<file path="src/design/sic_fifo.sv">
// Small register queue between the front and back ends.
`default_nettype none
module sic_fifo #(
	parameter int unsigned WIDTH = 8,
	parameter int unsigned DEPTH = 4
) (
	input  wire logic             clk,
	input  wire logic             arst_n,
	input  wire logic             push,
	input  wire logic [WIDTH-1:0] wdata,
	output logic                  full,
	input  wire logic             pop,
	output logic [WIDTH-1:0]      rdata,
	output logic                  empty
);
	localparam int unsigned PtrW = (DEPTH > 1) ? $clog2(DEPTH) : 1;
	localparam int unsigned CntW = $clog2(DEPTH + 1);

	logic [WIDTH-1:0] mem_q [DEPTH];
	logic [PtrW-1:0]  wr_ptr_q, rd_ptr_q;
	logic [CntW-1:0]  count_q;
	logic             do_push, do_pop;

	assign full    = (count_q == CntW'(DEPTH));
	assign empty   = (count_q == '0);
	assign do_push = push && !full;
	assign do_pop  = pop && !empty;
	assign rdata   = mem_q[rd_ptr_q];

	always_ff @(posedge clk or negedge arst_n) begin
		if (!arst_n) begin
			wr_ptr_q <= '0;
			rd_ptr_q <= '0;
			count_q  <= '0;
		end else begin
			if (do_push) begin
				wr_ptr_q <= (wr_ptr_q == PtrW'(DEPTH - 1)) ? '0 : wr_ptr_q + 1'b1;
			end
			if (do_pop) begin
				rd_ptr_q <= (rd_ptr_q == PtrW'(DEPTH - 1)) ? '0 : rd_ptr_q + 1'b1;
			end
			if (do_push && !do_pop) begin
				count_q <= count_q + 1'b1;
			end else if (do_pop && !do_push) begin
				count_q <= count_q - 1'b1;
			end
		end
	end

	always_ff @(posedge clk) begin
		if (do_push) begin
			mem_q[wr_ptr_q] <= wdata;
		end
	end

endmodule
`default_nettype wire

</file>
<file path="config.mk">
export PLATFORM = sky130hd
export DESIGN_NAME = sic_fifo
export DESIGN_NICKNAME = d
export VERILOG_FILES = /design/src/design/sic_fifo.sv
export SDC_FILE = /design/constraint.sdc
export NUM_CORES = 1
export LEC_CHECK = 0
export ABC_AREA = 1
export BUFFER_PORTS_ARGS = -buffer_cell sky130_fd_sc_hd__buf_2
export CAP_MARGIN = 20
export CORE_ASPECT_RATIO = 1.5
export CORE_UTILIZATION = 45
export DETAILED_ROUTE_END_ITERATION = 10
export HOLD_SLACK_MARGIN = 0.12
export PLACE_DENSITY = 0.74
export SYNTH_ARGS = -nofsm -noshare
export SYNTH_HDL_FRONTEND = slang
export SYNTH_SLANG_ARGS = --single-unit
</file>
<file path="constraint.sdc">
create_clock -name clk -period 2.5 [get_ports clk]
set_input_delay 0.5 -clock clk [delete_from_list [all_inputs] [get_ports clk]]
set_output_delay 0.5 -clock clk [all_outputs]
set_load 0.1 [all_outputs]
</file>
==> results.py <==
metrics = {
    "synth": {
        "synth_seq_area_share_pct": 64.6,
        "synthesis.nets": 173,
        "avgSynthCellArea_um2": 11.4,
        "ys_types": 16,
        "synthCells": 154,
        "synth_area_leader_cell": "edfxtp_1",
        "ys.warnings.count": 0,
        "syn-cell-area_um2": 1760,
        "synth_top_area_share_pct": 54.6,
        "ys_top_cells_by_area": "edfxtp_1 55%, dfrtp_1 10%, nand2_1 8.1%",
        "synth.ff_latch_count": 39,
    },
    "setup_path": {
        "crit_required_ns": 2.00,
        "slowest_delay_ns": 0.42,
        "critPathMaxFanout": 32,
        "startpoint_type": "flip-flop",
        "startpoint": "rd_ptr_q[0]",
        "crit_path_end_kind": "primary output",
        "crit_buf_inv": 2,
        "crit_family": "buffers and inverters",
        "crit_chain": "buf_4 -> o211ai_1 -> nand2_1 -> buf_2",
        "reg2reg_to": "count_q[1]",
        "path_class": "flip-flop to primary output",
        "path_depth": 4,
        "reg2reg_depth": 9,
        "arrival_ns": 1.66,
        "r2r_setup_slack_ns": 0.50,
        "cpMaxStageDelayCell": "buf_2",
        "crit_end": "rdata[1]",
        "r2r_start": "count_q[0]",
    },
    "timing": {
        "max_clock_freq_mhz": 463,
        "tightest_slew_ns": 0.487,
        "slew_headroom_pct": 67.8,
        "hold_viol": 0,
        "period_minus_slack_ns": 2.16,
        "finalCritPeriodShare_pct": 86.4,
        "finClkSkew_ns": 0.00357,
        "grt_setup_unrepaired": "false",
        "fin_setup_tns_ns": 0,
        "slew_viol_final": 0,
        "setup_viol": 0,
    },
    "global_route": {
        "grt.overflow.total": 0,
        "grt_pass1_wl_um": 4760,
        "grt_pass1_vias": 1123,
        "track_usage_pct": 16.5,
        "antenna_found_initial": 0,
        "grt_max_degree": 33,
    },
    "clock_network": {
        "htree_num_levels": 2,
        "clock-root-buffer": "clkbuf_8",
        "cts_tree": "yes",
        "numCtsBuffers": 5,
        "cts_setup_buffers": 0,
        "cts_buffer_depth": 2,
        "cts.sink_count": 39,
        "clk_latency_ns": 0.29,
        "path_clk_slew_ns": 0.07,
    },
    "placement": {
        "gp_congestion": 0.746,
        "port_buffers": 21,
        "hpwl_um": 2050,
    },
    "status": {
        "outcome": "complete, no violations",
    },
    "die": {
        "io_pins": 22,
        "coreArea_um2": 3720,
        "die-area_um2": 4170,
        "die_y_um": 78.6,
        "initial_core_util_pct": 47.3,
        "rows": 27,
        "die_w_um": 53.1,
    },
    "route": {
        "viasPerCell": 4.91,
        "drt-wirelength-per-cell_um": 12.5,
        "first_iter_violations": 33,
        "drtPass1Iterations": 4,
        "final_antenna_net_count": 0,
        "route.detailed.drc": 0,
        "finalWirelength_um": 2860,
        "vias": 1119,
    },
    "final_layout": {
        "diodes": 0,
        "layout_commonest_cell": "nand2_1",
        "drive_gt1_share_pct": 20.0,
        "fill_cells": 329,
        "mostFrequentLayoutCells": "38 x nand2_1, 32 x edfxtp_1, 31 x inv_1, 21 x buf_2, 15 x o211ai_1",
        "multi_input_area_um2": 447,
        "syn_to_final_growth_pct": 15.1,
        "ff_latch_area_um2": 1140,
        "nNetsFinal": 203,
    },
    "min_path": {
        "hp-class": "input pin to flip-flop",
        "holdCritStartpoint": "wdata[1]",
    },
    "run": {
        "cap_violations": 0,
    },
}
## how the worst min path moves through the flow
stage / to / slack [ns] / depth (start not counted)
6_report: mem_q[1][1] / 0.42 / 1
5_1_grt: mem_q[1][1] / 0.42 / 1
4_1_cts: mem_q[1][1] / 0.41 / 1
3_5_place_dp: count_q[2] / 0.34 / 1
3_3_place_gp: count_q[2] / 0.34 / 1
2_1_floorplan: count_q[0] / 0.20 / 0
## layout make-up
class | count | area share (%)
Sequential cell | 39 | 56.1
Multi-Input combinational cell | 78 | 22.1
Timing Repair Buffer | 28 | 7.91
Inverter | 32 | 5.93
Clock buffer | 5 | 3.40
Tap cell | 43 | 2.66
Clock inverter | 3 | 1.92
## metrics by stage
stage	area, um^2	utilization [%]	std cells	hold WS, ns	setup WS [ns]
finish	2020	54.5	228	0.422	0.339
global route	2020	54.5	228	0.419	0.240
CTS	2020	54.5	228	0.412	0.329
detailed placement	1910	51.3	219	0.344	0.543
global placement	1910	51.3	219	0.336	0.700
floorplan	1760	-	154	0.204	0.586
## cells in the mapped netlist
library cell,instances
edfxtp_1,32
nand2_1,38
dfrtp_1,7
nand3_1,7
inv_1,31
buf_6,5
inv_2,1
ha_1,6
o211ai_2,1
o211ai_1,15
nand2_2,1
nor2_1,6
o21ai_0,1
fa_1,1
xnor2_1,1
nand4_1,1
## sequential cells by signal (all words and copies together) (netlist names)
signal and cells:
wr_ptr_q 2, count_q 3, rd_ptr_q 2, mem_q 32
## worst reg2reg max path: stages (launching register included)
cell	delay, ns
dfrtp_1	0.43
inv_2	0.08
nand3_1	0.18
nand2_2	0.19
inv_1	0.06
ha_1	0.22
inv_1	0.10
fa_1	0.42
nand2_1	0.09
o21ai_0	0.10
## what timing repair did
item,4_1_cts,5_1_grt
hold buffers,1,0
resized for setup,0,0
endpoints found under the hold margin,7,0
## metal layers
layer	GRT usage (%)	vias to the layer above	share of wire, %
met5	0	-	0
met2	29.6	30	56
met1	16.3	520	37
met3	5.23	7	4.6
li1	-	562	-
met4	8.16	0	2.0
## cell families after synthesis
family	Yosys count	share of synthesized area [%]
compound gates	17	7.40
xor+xnor	1	0.498
fa+ha+maj	7	5.41
buf+inv	37	10.0
flops	39	64.6
simple gates	53	12.1
Power is left out: the tool's default activity adds up to more than one toggle a clock period on the data nets, which glitch-free logic cannot reach.
